--- config.mk ---
export PLATFORM = sky130hd
export DESIGN_NAME = touch_sample_to_screen
export DESIGN_NICKNAME = d
export VERILOG_FILES = /design/src/hdl/tss_pkg.sv /design/src/hdl/tss_div.sv /design/src/hdl/tss_datapath.sv /design/src/hdl/tss_ctrl.sv /design/src/hdl/touch_sample_to_screen.sv
export SDC_FILE = /design/constraint.sdc
export NUM_CORES = 1
export LEC_CHECK = 0
export BUFFER_PORTS_ARGS = -buffer_cell sky130_fd_sc_hd__buf_4
export CORE_MARGIN = 2
export CORE_UTILIZATION = 40
export DETAILED_ROUTE_END_ITERATION = 6
export PLACE_DENSITY_LB_ADDON = 0.25
export SLEW_MARGIN = 20
export SYNTH_ARGS = -nofsm -noshare
export SYNTH_HDL_FRONTEND = slang
export SYNTH_SLANG_ARGS = --single-unit
--- constraint.sdc ---
create_clock -name clk -period 10.04 [get_ports clk]
set_input_delay 1.004 -clock clk [delete_from_list [all_inputs] [get_ports clk]]
set_output_delay 1.004 -clock clk [all_outputs]
set_load 0.02 [all_outputs]
--- src/hdl/tss_pkg.sv ---
// Package for the touch sample to screen mapper.
// Holds payload structs, opcodes, register indexes, phase codes and the
// controller state type. Depends on nothing.
`timescale 1ns / 1ps
`default_nettype none
package tss_pkg;

  localparam int unsigned VAL_W    = 12;
  localparam int unsigned SUM_W    = 14;
  localparam int unsigned CNT_W    = 2;
  localparam int unsigned CFG_W    = 12;
  localparam int unsigned IDX_W    = 3;
  localparam int unsigned PROD_W   = 2 * VAL_W;
  localparam int unsigned DIV_STEPS = PROD_W;
  localparam int unsigned DCNT_W   = $clog2(DIV_STEPS + 1);

  localparam logic [1:0] OP_Z1    = 2'd0;
  localparam logic [1:0] OP_X     = 2'd1;
  localparam logic [1:0] OP_Y     = 2'd2;
  localparam logic [1:0] OP_PENUP = 2'd3;

  localparam logic [1:0] PH_Z1 = 2'd0;
  localparam logic [1:0] PH_X  = 2'd1;
  localparam logic [1:0] PH_Y  = 2'd2;

  localparam logic [IDX_W-1:0] REG_THRESH   = 3'd0;
  localparam logic [IDX_W-1:0] REG_X_MIN    = 3'd1;
  localparam logic [IDX_W-1:0] REG_X_MAX    = 3'd2;
  localparam logic [IDX_W-1:0] REG_Y_MIN    = 3'd3;
  localparam logic [IDX_W-1:0] REG_Y_MAX    = 3'd4;
  localparam logic [IDX_W-1:0] REG_ORIENT   = 3'd5;
  localparam logic [IDX_W-1:0] REG_WIDTH    = 3'd6;
  localparam logic [IDX_W-1:0] REG_HEIGHT   = 3'd7;

  typedef struct packed {
    logic [1:0] op;
    logic [7:0] hi_byte;
    logic [7:0] lo_byte;
  } tss_in_t;

  typedef struct packed {
    logic             pressed;
    logic [VAL_W-1:0] screen_x;
    logic [VAL_W-1:0] screen_y;
    logic [VAL_W-1:0] raw_x;
    logic [VAL_W-1:0] raw_y;
    logic             raw_valid;
  } tss_out_t;

  typedef struct packed {
    logic capture;
    logic eval;
    logic div_start;
    logic axis_y;
    logic cap_q;
    logic fin;
    logic load_out;
  } tss_cmd_t;

  typedef struct packed {
    logic emit_np;
    logic need_map;
    logic div_done;
  } tss_stat_t;

  typedef enum logic [2:0] {
    S_IDLE,
    S_EVAL,
    S_MAP_X,
    S_DIV_X,
    S_MAP_Y,
    S_DIV_Y,
    S_FIN,
    S_EMIT
  } tss_state_t;

endpackage
`default_nettype wire

--- src/hdl/tss_div.sv ---
// Restoring divider, one quotient bit per cycle.
// Unsigned product by unsigned divisor. Depends on tss_pkg.
`timescale 1ns / 1ps
`default_nettype none
module tss_div (
  input  wire logic                         clk,
  input  wire logic                         rst_n,
  input  wire logic                         start,
  input  wire logic [tss_pkg::PROD_W-1:0]   dividend,
  input  wire logic [tss_pkg::VAL_W-1:0]    divisor,
  output logic                              done,
  output logic [tss_pkg::PROD_W-1:0]        quotient
);
  import tss_pkg::*;

  logic                busy_r;
  logic                done_r;
  logic [DCNT_W-1:0]   cnt_r;
  logic [VAL_W-1:0]    rem_r;
  logic [VAL_W-1:0]    rem_nxt;
  logic [PROD_W-1:0]   q_r;
  logic [PROD_W-1:0]   q_nxt;
  logic [VAL_W:0]      shifted;
  logic [VAL_W:0]      trial;

  always_comb begin
    shifted = {rem_r, q_r[PROD_W-1]};
    trial   = shifted - {1'b0, divisor};
    if (shifted >= {1'b0, divisor}) begin
      rem_nxt = trial[VAL_W-1:0];
      q_nxt   = {q_r[PROD_W-2:0], 1'b1};
    end else begin
      rem_nxt = shifted[VAL_W-1:0];
      q_nxt   = {q_r[PROD_W-2:0], 1'b0};
    end
  end

  always_ff @(posedge clk) begin
    if (!rst_n) begin
      busy_r <= 1'b0;
      done_r <= 1'b0;
      cnt_r  <= '0;
    end else begin
      done_r <= 1'b0;
      if (start) begin
        busy_r <= 1'b1;
        cnt_r  <= DCNT_W'(DIV_STEPS);
      end else if (busy_r) begin
        cnt_r <= cnt_r - DCNT_W'(1);
        if (cnt_r == DCNT_W'(1)) begin
          busy_r <= 1'b0;
          done_r <= 1'b1;
        end
      end
    end
  end

  always_ff @(posedge clk) begin
    if (start) begin
      rem_r <= '0;
      q_r   <= dividend;
    end else if (busy_r) begin
      rem_r <= rem_nxt;
      q_r   <= q_nxt;
    end
  end

  assign done     = done_r;
  assign quotient = q_r;

endmodule
`default_nettype wire

--- src/hdl/tss_datapath.sv ---
// Datapath: configuration registers, sample averaging, touch state,
// linear mapping with the shared divider, and the result register.
// Depends on tss_pkg and tss_div.
`timescale 1ns / 1ps
`default_nettype none
module tss_datapath #(
  parameter int unsigned SAMPLES = 3
) (
  input  wire logic                        clk,
  input  wire logic                        rst_n,
  input  wire logic                        cfg_we,
  input  wire logic [tss_pkg::IDX_W-1:0]   cfg_index,
  input  wire logic [tss_pkg::CFG_W-1:0]   cfg_wdata,
  input  wire tss_pkg::tss_in_t            in_data,
  input  wire tss_pkg::tss_cmd_t           cmd,
  output tss_pkg::tss_stat_t               stat,
  input  wire logic                        out_valid,
  output tss_pkg::tss_out_t                out_data
);
  import tss_pkg::*;

  // divide by three as multiply by reciprocal and shift
  localparam int unsigned RECIP3    = 43691;
  localparam int unsigned RECIP3_SH = 17;

  logic [VAL_W-1:0] thresh_r, x_min_r, x_max_r, y_min_r, y_max_r, width_r, height_r;
  logic [2:0]       orient_r;

  logic [1:0]       phase_r, phase_nxt;
  logic [CNT_W-1:0] cnt_r, cnt_nxt;
  logic [SUM_W-1:0] sum_r, sum_nxt;
  logic [VAL_W-1:0] held_x_r, last_x_r, last_y_r;
  logic             last_valid_r;
  tss_in_t          in_r;

  logic [VAL_W-1:0] val;
  logic [SUM_W-1:0] sum_add;
  logic [CNT_W-1:0] cnt_inc;
  logic [31:0]      avg_prod;
  logic [SUM_W-1:0] avg_full;
  logic [VAL_W-1:0] avg;
  logic [1:0]       phase_eff;
  logic [1:0]       want;
  logic             is_penup, match, done_ch, below;

  logic [VAL_W-1:0]  map_v, map_lo, map_hi, map_size;
  logic signed [VAL_W:0] diff;
  logic [VAL_W-1:0]  mag;
  logic [VAL_W-1:0]  den;
  logic [PROD_W-1:0] prod;
  logic [PROD_W-1:0] quot;
  logic              div_done;
  logic              neg_r;
  logic [VAL_W-1:0]  den_r;
  logic signed [PROD_W:0] qs;
  logic signed [PROD_W:0] qx_r, qy_r;
  logic signed [PROD_W+1:0] xs, ys;
  logic [VAL_W-1:0]  fx, fy;

  logic             pend_pressed_r;
  logic [VAL_W-1:0] pend_x_r, pend_y_r;
  tss_out_t         out_r;

  // configuration
  always_ff @(posedge clk) begin
    if (!rst_n) begin
      thresh_r <= 12'd100;
      x_min_r  <= 12'd200;
      x_max_r  <= 12'd3900;
      y_min_r  <= 12'd200;
      y_max_r  <= 12'd3900;
      orient_r <= 3'd0;
      width_r  <= 12'd320;
      height_r <= 12'd240;
    end else if (cfg_we) begin
      unique case (cfg_index)
        REG_THRESH: thresh_r <= cfg_wdata;
        REG_X_MIN:  x_min_r  <= cfg_wdata;
        REG_X_MAX:  x_max_r  <= cfg_wdata;
        REG_Y_MIN:  y_min_r  <= cfg_wdata;
        REG_Y_MAX:  y_max_r  <= cfg_wdata;
        REG_ORIENT: orient_r <= cfg_wdata[2:0];
        REG_WIDTH:  width_r  <= cfg_wdata;
        REG_HEIGHT: height_r <= cfg_wdata;
        default:    thresh_r <= thresh_r;
      endcase
    end
  end

  always_ff @(posedge clk) begin
    if (cmd.capture) begin
      in_r <= in_data;
    end
  end

  // sample decode and averaging
  always_comb begin
    val       = {in_r.hi_byte[6:0], in_r.lo_byte[7:3]};
    sum_add   = sum_r + SUM_W'(val);
    cnt_inc   = cnt_r + CNT_W'(1);
    avg_prod  = 32'(sum_add) * 32'(RECIP3);
    if (SAMPLES == 1) begin
      avg_full = sum_add;
    end else if (SAMPLES == 2) begin
      avg_full = sum_add >> 1;
    end else begin
      avg_full = SUM_W'(avg_prod >> RECIP3_SH);
    end
    avg       = avg_full[VAL_W-1:0];
    phase_eff = (phase_r == PH_X || phase_r == PH_Y) ? phase_r : PH_Z1;
    unique case (phase_eff)
      PH_X:    want = OP_X;
      PH_Y:    want = OP_Y;
      default: want = OP_Z1;
    endcase
    is_penup = (in_r.op == OP_PENUP);
    match    = !is_penup && (in_r.op == want);
    done_ch  = ({30'd0, cnt_inc} >= 32'(SAMPLES));
    below    = (avg < thresh_r);
  end

  always_comb begin
    phase_nxt = phase_eff;
    cnt_nxt   = cnt_r;
    sum_nxt   = sum_r;
    if (is_penup) begin
      phase_nxt = PH_Z1;
      cnt_nxt   = '0;
      sum_nxt   = '0;
    end else if (match) begin
      if (!done_ch) begin
        cnt_nxt = cnt_inc;
        sum_nxt = sum_add;
      end else begin
        cnt_nxt = '0;
        sum_nxt = '0;
        unique case (phase_eff)
          PH_X:    phase_nxt = PH_Y;
          PH_Y:    phase_nxt = PH_Z1;
          default: phase_nxt = below ? PH_Z1 : PH_X;
        endcase
      end
    end
  end

  always_ff @(posedge clk) begin
    if (!rst_n) begin
      phase_r      <= PH_Z1;
      cnt_r        <= '0;
      sum_r        <= '0;
      held_x_r     <= '0;
      last_x_r     <= '0;
      last_y_r     <= '0;
      last_valid_r <= 1'b0;
    end else if (cmd.eval) begin
      phase_r <= phase_nxt;
      cnt_r   <= cnt_nxt;
      sum_r   <= sum_nxt;
      if (match && done_ch && phase_eff == PH_X) begin
        held_x_r <= avg;
      end
      if (match && done_ch && phase_eff == PH_Y) begin
        last_x_r     <= held_x_r;
        last_y_r     <= avg;
        last_valid_r <= 1'b1;
      end
    end
  end

  assign stat.emit_np  = is_penup || (match && done_ch && phase_eff == PH_Z1 && below);
  assign stat.need_map = match && done_ch && phase_eff == PH_Y;
  assign stat.div_done = div_done;

  // linear map operands for the selected axis
  always_comb begin
    if (cmd.axis_y) begin
      map_v    = orient_r[0] ? last_x_r : last_y_r;
      map_lo   = y_min_r;
      map_hi   = y_max_r;
      map_size = height_r;
    end else begin
      map_v    = orient_r[0] ? last_y_r : last_x_r;
      map_lo   = x_min_r;
      map_hi   = x_max_r;
      map_size = width_r;
    end
    diff = $signed({1'b0, map_v}) - $signed({1'b0, map_lo});
    mag  = diff[VAL_W] ? VAL_W'(-diff) : diff[VAL_W-1:0];
    den  = (map_hi > map_lo) ? (map_hi - map_lo) : VAL_W'(1);
    prod = PROD_W'(mag) * PROD_W'(map_size);
  end

  always_ff @(posedge clk) begin
    if (cmd.div_start) begin
      neg_r <= diff[VAL_W];
      den_r <= den;
    end
  end

  tss_div u_div (
    .clk      (clk),
    .rst_n    (rst_n),
    .start    (cmd.div_start),
    .dividend (prod),
    .divisor  (den),
    .done     (div_done),
    .quotient (quot)
  );

  assign qs = neg_r ? -$signed({1'b0, quot}) : $signed({1'b0, quot});

  always_ff @(posedge clk) begin
    if (cmd.cap_q) begin
      if (cmd.axis_y) begin
        qy_r <= qs;
      end else begin
        qx_r <= qs;
      end
    end
  end

  // invert and clamp
  always_comb begin
    xs = orient_r[1] ? ($signed({2'b00, 12'd0, width_r}) - {qx_r[PROD_W], qx_r})
                     : {qx_r[PROD_W], qx_r};
    ys = orient_r[2] ? ($signed({2'b00, 12'd0, height_r}) - {qy_r[PROD_W], qy_r})
                     : {qy_r[PROD_W], qy_r};
    if (xs[PROD_W+1]) begin
      fx = '0;
    end else if (xs > $signed({2'b00, 12'd0, width_r})) begin
      fx = width_r;
    end else begin
      fx = xs[VAL_W-1:0];
    end
    if (ys[PROD_W+1]) begin
      fy = '0;
    end else if (ys > $signed({2'b00, 12'd0, height_r})) begin
      fy = height_r;
    end else begin
      fy = ys[VAL_W-1:0];
    end
  end

  always_ff @(posedge clk) begin
    if (cmd.eval) begin
      pend_pressed_r <= 1'b0;
      pend_x_r       <= '0;
      pend_y_r       <= '0;
    end else if (cmd.fin) begin
      pend_pressed_r <= 1'b1;
      pend_x_r       <= fx;
      pend_y_r       <= fy;
    end
  end

  always_ff @(posedge clk) begin
    if (cmd.load_out) begin
      out_r.pressed   <= pend_pressed_r;
      out_r.screen_x  <= pend_x_r;
      out_r.screen_y  <= pend_y_r;
      out_r.raw_x     <= last_x_r;
      out_r.raw_y     <= last_y_r;
      out_r.raw_valid <= last_valid_r;
    end
  end

  assign out_data = out_r;

  a_pressed_has_raw: assert property (@(posedge clk) disable iff (!rst_n)
    out_valid && out_data.pressed |-> out_data.raw_valid)
    else $error("pressed result without captured raw pair");

  a_np_zero: assert property (@(posedge clk) disable iff (!rst_n)
    out_valid && !out_data.pressed |-> out_data.screen_x == '0 && out_data.screen_y == '0)
    else $error("not-pressed result with nonzero coordinates");

  a_den_nonzero: assert property (@(posedge clk) disable iff (!rst_n)
    cmd.div_start |=> den_r != '0)
    else $error("mapping started with zero span");

endmodule
`default_nettype wire

--- src/hdl/tss_ctrl.sv ---
// Controller: sequences capture, evaluation, the two mapping divisions
// and the result handoff. Depends on tss_pkg.
`timescale 1ns / 1ps
`default_nettype none
module tss_ctrl (
  input  wire logic               clk,
  input  wire logic               rst_n,
  input  wire logic               in_valid,
  output logic                    in_ready,
  output logic                    out_valid,
  input  wire logic               out_ready,
  input  wire tss_pkg::tss_stat_t stat,
  output tss_pkg::tss_cmd_t       cmd
);
  import tss_pkg::*;

  tss_state_t state_r, state_nxt;
  logic       out_valid_r, out_valid_nxt;
  logic       slot_free;

  assign slot_free = !out_valid_r || out_ready;

  always_comb begin
    state_nxt = state_r;
    unique case (state_r)
      S_IDLE:  if (in_valid) state_nxt = S_EVAL;
      S_EVAL: begin
        if (stat.emit_np) begin
          state_nxt = S_EMIT;
        end else if (stat.need_map) begin
          state_nxt = S_MAP_X;
        end else begin
          state_nxt = S_IDLE;
        end
      end
      S_MAP_X: state_nxt = S_DIV_X;
      S_DIV_X: if (stat.div_done) state_nxt = S_MAP_Y;
      S_MAP_Y: state_nxt = S_DIV_Y;
      S_DIV_Y: if (stat.div_done) state_nxt = S_FIN;
      S_FIN:   state_nxt = S_EMIT;
      S_EMIT:  if (slot_free) state_nxt = S_IDLE;
      default: state_nxt = S_IDLE;
    endcase
  end

  always_comb begin
    cmd      = '0;
    in_ready = 1'b0;
    unique case (state_r)
      S_IDLE: begin
        in_ready    = 1'b1;
        cmd.capture = in_valid;
      end
      S_EVAL:  cmd.eval = 1'b1;
      S_MAP_X: cmd.div_start = 1'b1;
      S_DIV_X: cmd.cap_q = stat.div_done;
      S_MAP_Y: begin
        cmd.div_start = 1'b1;
        cmd.axis_y    = 1'b1;
      end
      S_DIV_Y: begin
        cmd.cap_q  = stat.div_done;
        cmd.axis_y = 1'b1;
      end
      S_FIN:   cmd.fin = 1'b1;
      S_EMIT:  cmd.load_out = slot_free;
      default: cmd = '0;
    endcase
  end

  always_comb begin
    if (cmd.load_out) begin
      out_valid_nxt = 1'b1;
    end else if (out_ready) begin
      out_valid_nxt = 1'b0;
    end else begin
      out_valid_nxt = out_valid_r;
    end
  end

  always_ff @(posedge clk) begin
    if (!rst_n) begin
      state_r     <= S_IDLE;
      out_valid_r <= 1'b0;
    end else begin
      state_r     <= state_nxt;
      out_valid_r <= out_valid_nxt;
    end
  end

  assign out_valid = out_valid_r;

  a_one_at_a_time: assert property (@(posedge clk) disable iff (!rst_n)
    in_valid && in_ready |=> !in_ready)
    else $error("request accepted while another is in work");

  a_no_overwrite: assert property (@(posedge clk) disable iff (!rst_n)
    cmd.load_out |-> !out_valid_r || out_ready)
    else $error("result register overwritten before it was taken");

  a_map_from_eval: assert property (@(posedge clk) disable iff (!rst_n)
    state_r == S_MAP_X |-> $past(state_r) == S_EVAL && $past(stat.need_map))
    else $error("mapping started without a complete sample set");

endmodule
`default_nettype wire

--- src/hdl/touch_sample_to_screen.sv ---
// Top level of the touch sample to screen mapper.
// Joins tss_ctrl and tss_datapath. Depends on tss_pkg.
//
// Usage:
//   in_valid/in_ready/in_data carry one converter reply (op, hi_byte, lo_byte)
//   or a pen-up request. out_valid/out_ready/out_data carry one result:
//   pressed flag, mapped screen_x/screen_y and the last captured raw pair.
//   cfg_we/cfg_index/cfg_wdata write the eight calibration and screen
//   registers, one per write; write them only while the block is idle.
//   One request is in work at a time. A request that yields no result
//   passes through S_EVAL and then frees the input. A pen-up or
//   low-pressure result goes through S_EVAL and S_EMIT into the output register.
//   The request that completes a Z1/X/Y set runs both axes through one
//   shared restoring divider, one quotient bit a cycle, first X and then Y,
//   before S_FIN and S_EMIT hand its result to the output register.
//   A finished result waits in the output register while out_ready is low;
//   the block takes the next request meanwhile and holds only when a new
//   result is ready to replace one still waiting.
//   Synchronous reset returns all touch state to idle, the output to empty
//   and the registers to their default calibration.
`timescale 1ns / 1ps
`default_nettype none
module touch_sample_to_screen #(
  parameter int unsigned SAMPLES = 3
) (
  input  wire logic                        clk,
  input  wire logic                        rst_n,
  input  wire logic                        in_valid,
  output logic                             in_ready,
  input  wire tss_pkg::tss_in_t            in_data,
  output logic                             out_valid,
  input  wire logic                        out_ready,
  output tss_pkg::tss_out_t                out_data,
  input  wire logic                        cfg_we,
  input  wire logic [tss_pkg::IDX_W-1:0]   cfg_index,
  input  wire logic [tss_pkg::CFG_W-1:0]   cfg_wdata
);
  import tss_pkg::*;

  tss_cmd_t  cmd;
  tss_stat_t stat;

  tss_ctrl u_ctrl (
    .clk       (clk),
    .rst_n     (rst_n),
    .in_valid  (in_valid),
    .in_ready  (in_ready),
    .out_valid (out_valid),
    .out_ready (out_ready),
    .stat      (stat),
    .cmd       (cmd)
  );

  tss_datapath #(
    .SAMPLES (SAMPLES)
  ) u_datapath (
    .clk       (clk),
    .rst_n     (rst_n),
    .cfg_we    (cfg_we),
    .cfg_index (cfg_index),
    .cfg_wdata (cfg_wdata),
    .in_data   (in_data),
    .cmd       (cmd),
    .stat      (stat),
    .out_valid (out_valid),
    .out_data  (out_data)
  );

endmodule
`default_nettype wire

==> reports/results.tsv <==
stage	metric	value	unit
min_path	Hold Path Class	flop to flop	
drt	Post-Route WL	67.9	mm
global_route	number of global-route vias before repair	20400	
sta	Final WS setup	0.646	ns
place	HPWL Detailed	52.6	mm
synth	Yosys top cell by area	edfxtp_1	
die	Die ar.	66300	sq um
die	# IOs	90	
layout	Filler cells	6110	
clock_network	clk root buf	clkbuf_16	
clock_network	H-tree depth	2	
clock_network	cts bufs inserted	40	
clock_network	Setup Buffers After CTS	0	
global_route	largest net degree at the start of global routing	96	
layout	area grow syn2layout	12.3	%
clock_network	CTS tree	yes	
synth	Yosys reg bits	329	
synth	library cells used by synthesis	84	
layout	Reg area	7980	sq um
global_route	initial antenna violation count	5	
setup_path	Crit. End Element	flop	
setup_path	kind of critical path	flop to flop	
synth	Avg Cell Area, Syn	8.92	sq um
place	Final GP Congestion	0.920	
clock_network	Hold Buf Count CTS	0	
die	die height	257	um
power	Leak	12.3	nW
sta	final max-slew violation count	0	
clock_network	clock buffer depth	3	
power	PD cells	262	nW/um^2
drt	Post-DRT Antenna Nets	0	
die	effective utilization at floorplan	40.6	%
place	pre-CTS WS	0.424	ns
die	Core Box Area	63300	sq um
synth	cells after synthesis	2881	
setup_path	slowest cell delay on critical path	0.55	ns
power	Worst VDD drop	584	uV
setup_path	critical path launch point type	flop	
global_route	first-pass GRT wire length	109	mm
global_route	total grt overflow	0	
drt	first-pass iteration count of the detailed router	5	
synth	top cells by area, synth	edfxtp_1, dfxtp_1, ha_1	
setup_path	Worst EP arrival	9.69	ns
power	Net Sw Frac	44.3	%
drt	initial DRC count	1161	
sta	final period utilization	93.6	%
setup_path	crit path max fanout	10	
power	Pint	0.00421	W
sta	actual slew at the worst max-slew pin	1.08	ns
synth	Syn Nets	3349	
synth	Async SR Flop Fraction	0	%
clock_network	Clock Latency Late Sink	0.58	ns
setup_path	Critical Path RT	10.34	ns
sta	min Tclk post-route	9.39	ns
power	Clk pwr share	19.6	%
place	Port Buffers	85	
die	Die Width	257	um
drt	drt wl/cell	17.7	um
drt	drt drc	0	
sta	Final Setup Violations	0	
sta	RSZ-0062 raised after global routing	false	
clock_network	clock slew seen by the registers of the worst setup and hold paths	0.06	ns
synth	Synth top cells by count	nand2_1, inv_1, ha_1	
synth	count leader, synth	nand2_1	
power	Seq pwr share	20.3	%
sta	Slew headroom	28.1	%
status	status	completed	
layout	area of the multi-input gates	16200	sq um
setup_path	Crit-path slowest cell	fa_1	
sta	Fmax	106	MHz
drt	Via-to-Cell Ratio	5.33	
sta	worst-case clock skew	0.0180	ns
synth	Synth warnings	0	
die	Std-Cell Rows	92	
layout	share of cells above drive strength 1	8.73	%
power	Logic pwr share	60.0	%
synth	post-synthesis instance area	25700	sq um
sta	final hold viol count	0	
drt	via count	20400	
synth	Post-synth top flop	dfxtp_1	
synth	Synth top area share	16.2	%
clock_network	# clock sinks	329	
power	Net Switching	0.00335	W
synth	sequential fraction of the synthesis area	31.1	%
layout	fin nets	3424	
synth	EDFF count, synth	139	
global_route	Tot GR Track Use	20.6	%
sta	setup TNS	0	ns
job	max cap viols	0	
## timing repair
action	in CTS	in global routing
setup endpoints to repair	0	11
resized for setup	0	17
endpoints found under the hold margin	0	0
## worst max-delay path, delay by kind of cell (launching register included)
family | cells | cell delay (ns)
AND/OR/NAND/NOR | 5 | 0.91
flip-flops | 1 | 0.48
multiplexers | 1 | 0.39
adder cells (fa/ha/maj) | 7 | 3.21
XOR/XNOR | 3 | 0.66
AO/OA/AOI/OAI | 11 | 2.71
buffers and inverters | 4 | 0.74
## registers in the layout, summed over array words and instances, names as in the netlist, 14 cells and up
signal and count:
u_datapath.sum_r 14, u_datapath.qy_r 25, u_datapath.u_div.quotient 24, u_datapath.qx_r 25
u_datapath.out_data 50, u_datapath.in_r 14
## routing by layer
layer / global-route usage [%] / wire length, um
met1: 28.3 / 31900
met2: 33.3 / 30800
met3: 3.09 / 3230
met4: 6.31 / 1880
met5: 0 / 45
## power groups by stage
| stage | Sequential [W] | Combinational, W | Clock (W) |
|---|---|---|---|
| after CTS | 0.00154 | 0.00450 | 0.00152 |
| after global placement | 0.00156 | 0.00432 | 0 |
| final | 0.00154 | 0.00454 | 0.00148 |
| after detailed placement | 0.00157 | 0.00446 | 0 |
| after global routing | 0.00155 | 0.00525 | 0.00157 |
| after floorplan | 0.00154 | 0.00318 | 0 |
## cells in the final DEF, fill, tap and decap left out, types with 29 or more instances in the layout
cell	count
mux2i_1	59
dfxtp_1	190
edfxtp_1	139
buf_4	133
nand3_1	57
and2_1	38
xor2_1	47
fa_1	160
xnor2_1	65
nand2_1	507
clkbuf_16	42
a21oi_1	166
o21ai_0	121
nor2_1	142
inv_1	329
nor3_1	46
nor2b_1	29
ha_1	270
nand2b_1	34
## worst paths after layout
kind                                from                             to  slack (ns)  cells past startpoint
hold reg to reg   u_datapath.pend_x_r[5]        u_datapath.out_data[42]        0.43                      0
setup reg to reg       u_ctrl.state_r[2]  u_datapath.u_div.quotient[21]        0.65                     31
hold / removal    u_datapath.pend_x_r[5]        u_datapath.out_data[42]        0.43                      0
setup / recovery       u_ctrl.state_r[2]  u_datapath.u_div.quotient[21]        0.65                     31
## per-stage QoR
step	cell area (sq um)	utilization, %	cells	total power, W	hold WS, ns
global placement	27400	43.2	3757	0.00588	0.416
floorplan	25700	-	2881	0.00472	0.408
finish	28900	45.6	3835	0.00756	0.429
global route	28900	45.6	3835	0.00837	0.444
CTS	28700	45.4	3832	0.00756	0.433
detailed placement	27400	43.3	3758	0.00602	0.419
## cells by family after synthesis
kind of cell | after synthesis | synth area share [%]
AND/OR/NAND/NOR | 962 | 17.0
AO/OA/AOI/OAI | 535 | 13.0
buffers and inverters | 434 | 6.41
adder cells (fa/ha/maj) | 430 | 25.6
flip-flops | 329 | 31.1
XOR/XNOR | 118 | 4.02
multiplexers | 73 | 2.91
## layout make-up
type	instances	area share, %
Sequential cell	329	27.6
Clock inverter	24	0.863
Clock buffer	50	3.82
Tap cell	846	3.67
Inverter	331	4.31
Timing Repair Buffer	136	3.56
Multi-Input combinational cell	2118	56.1
Antenna cell	1	0.00867
(Power assumes the default switching activity.)
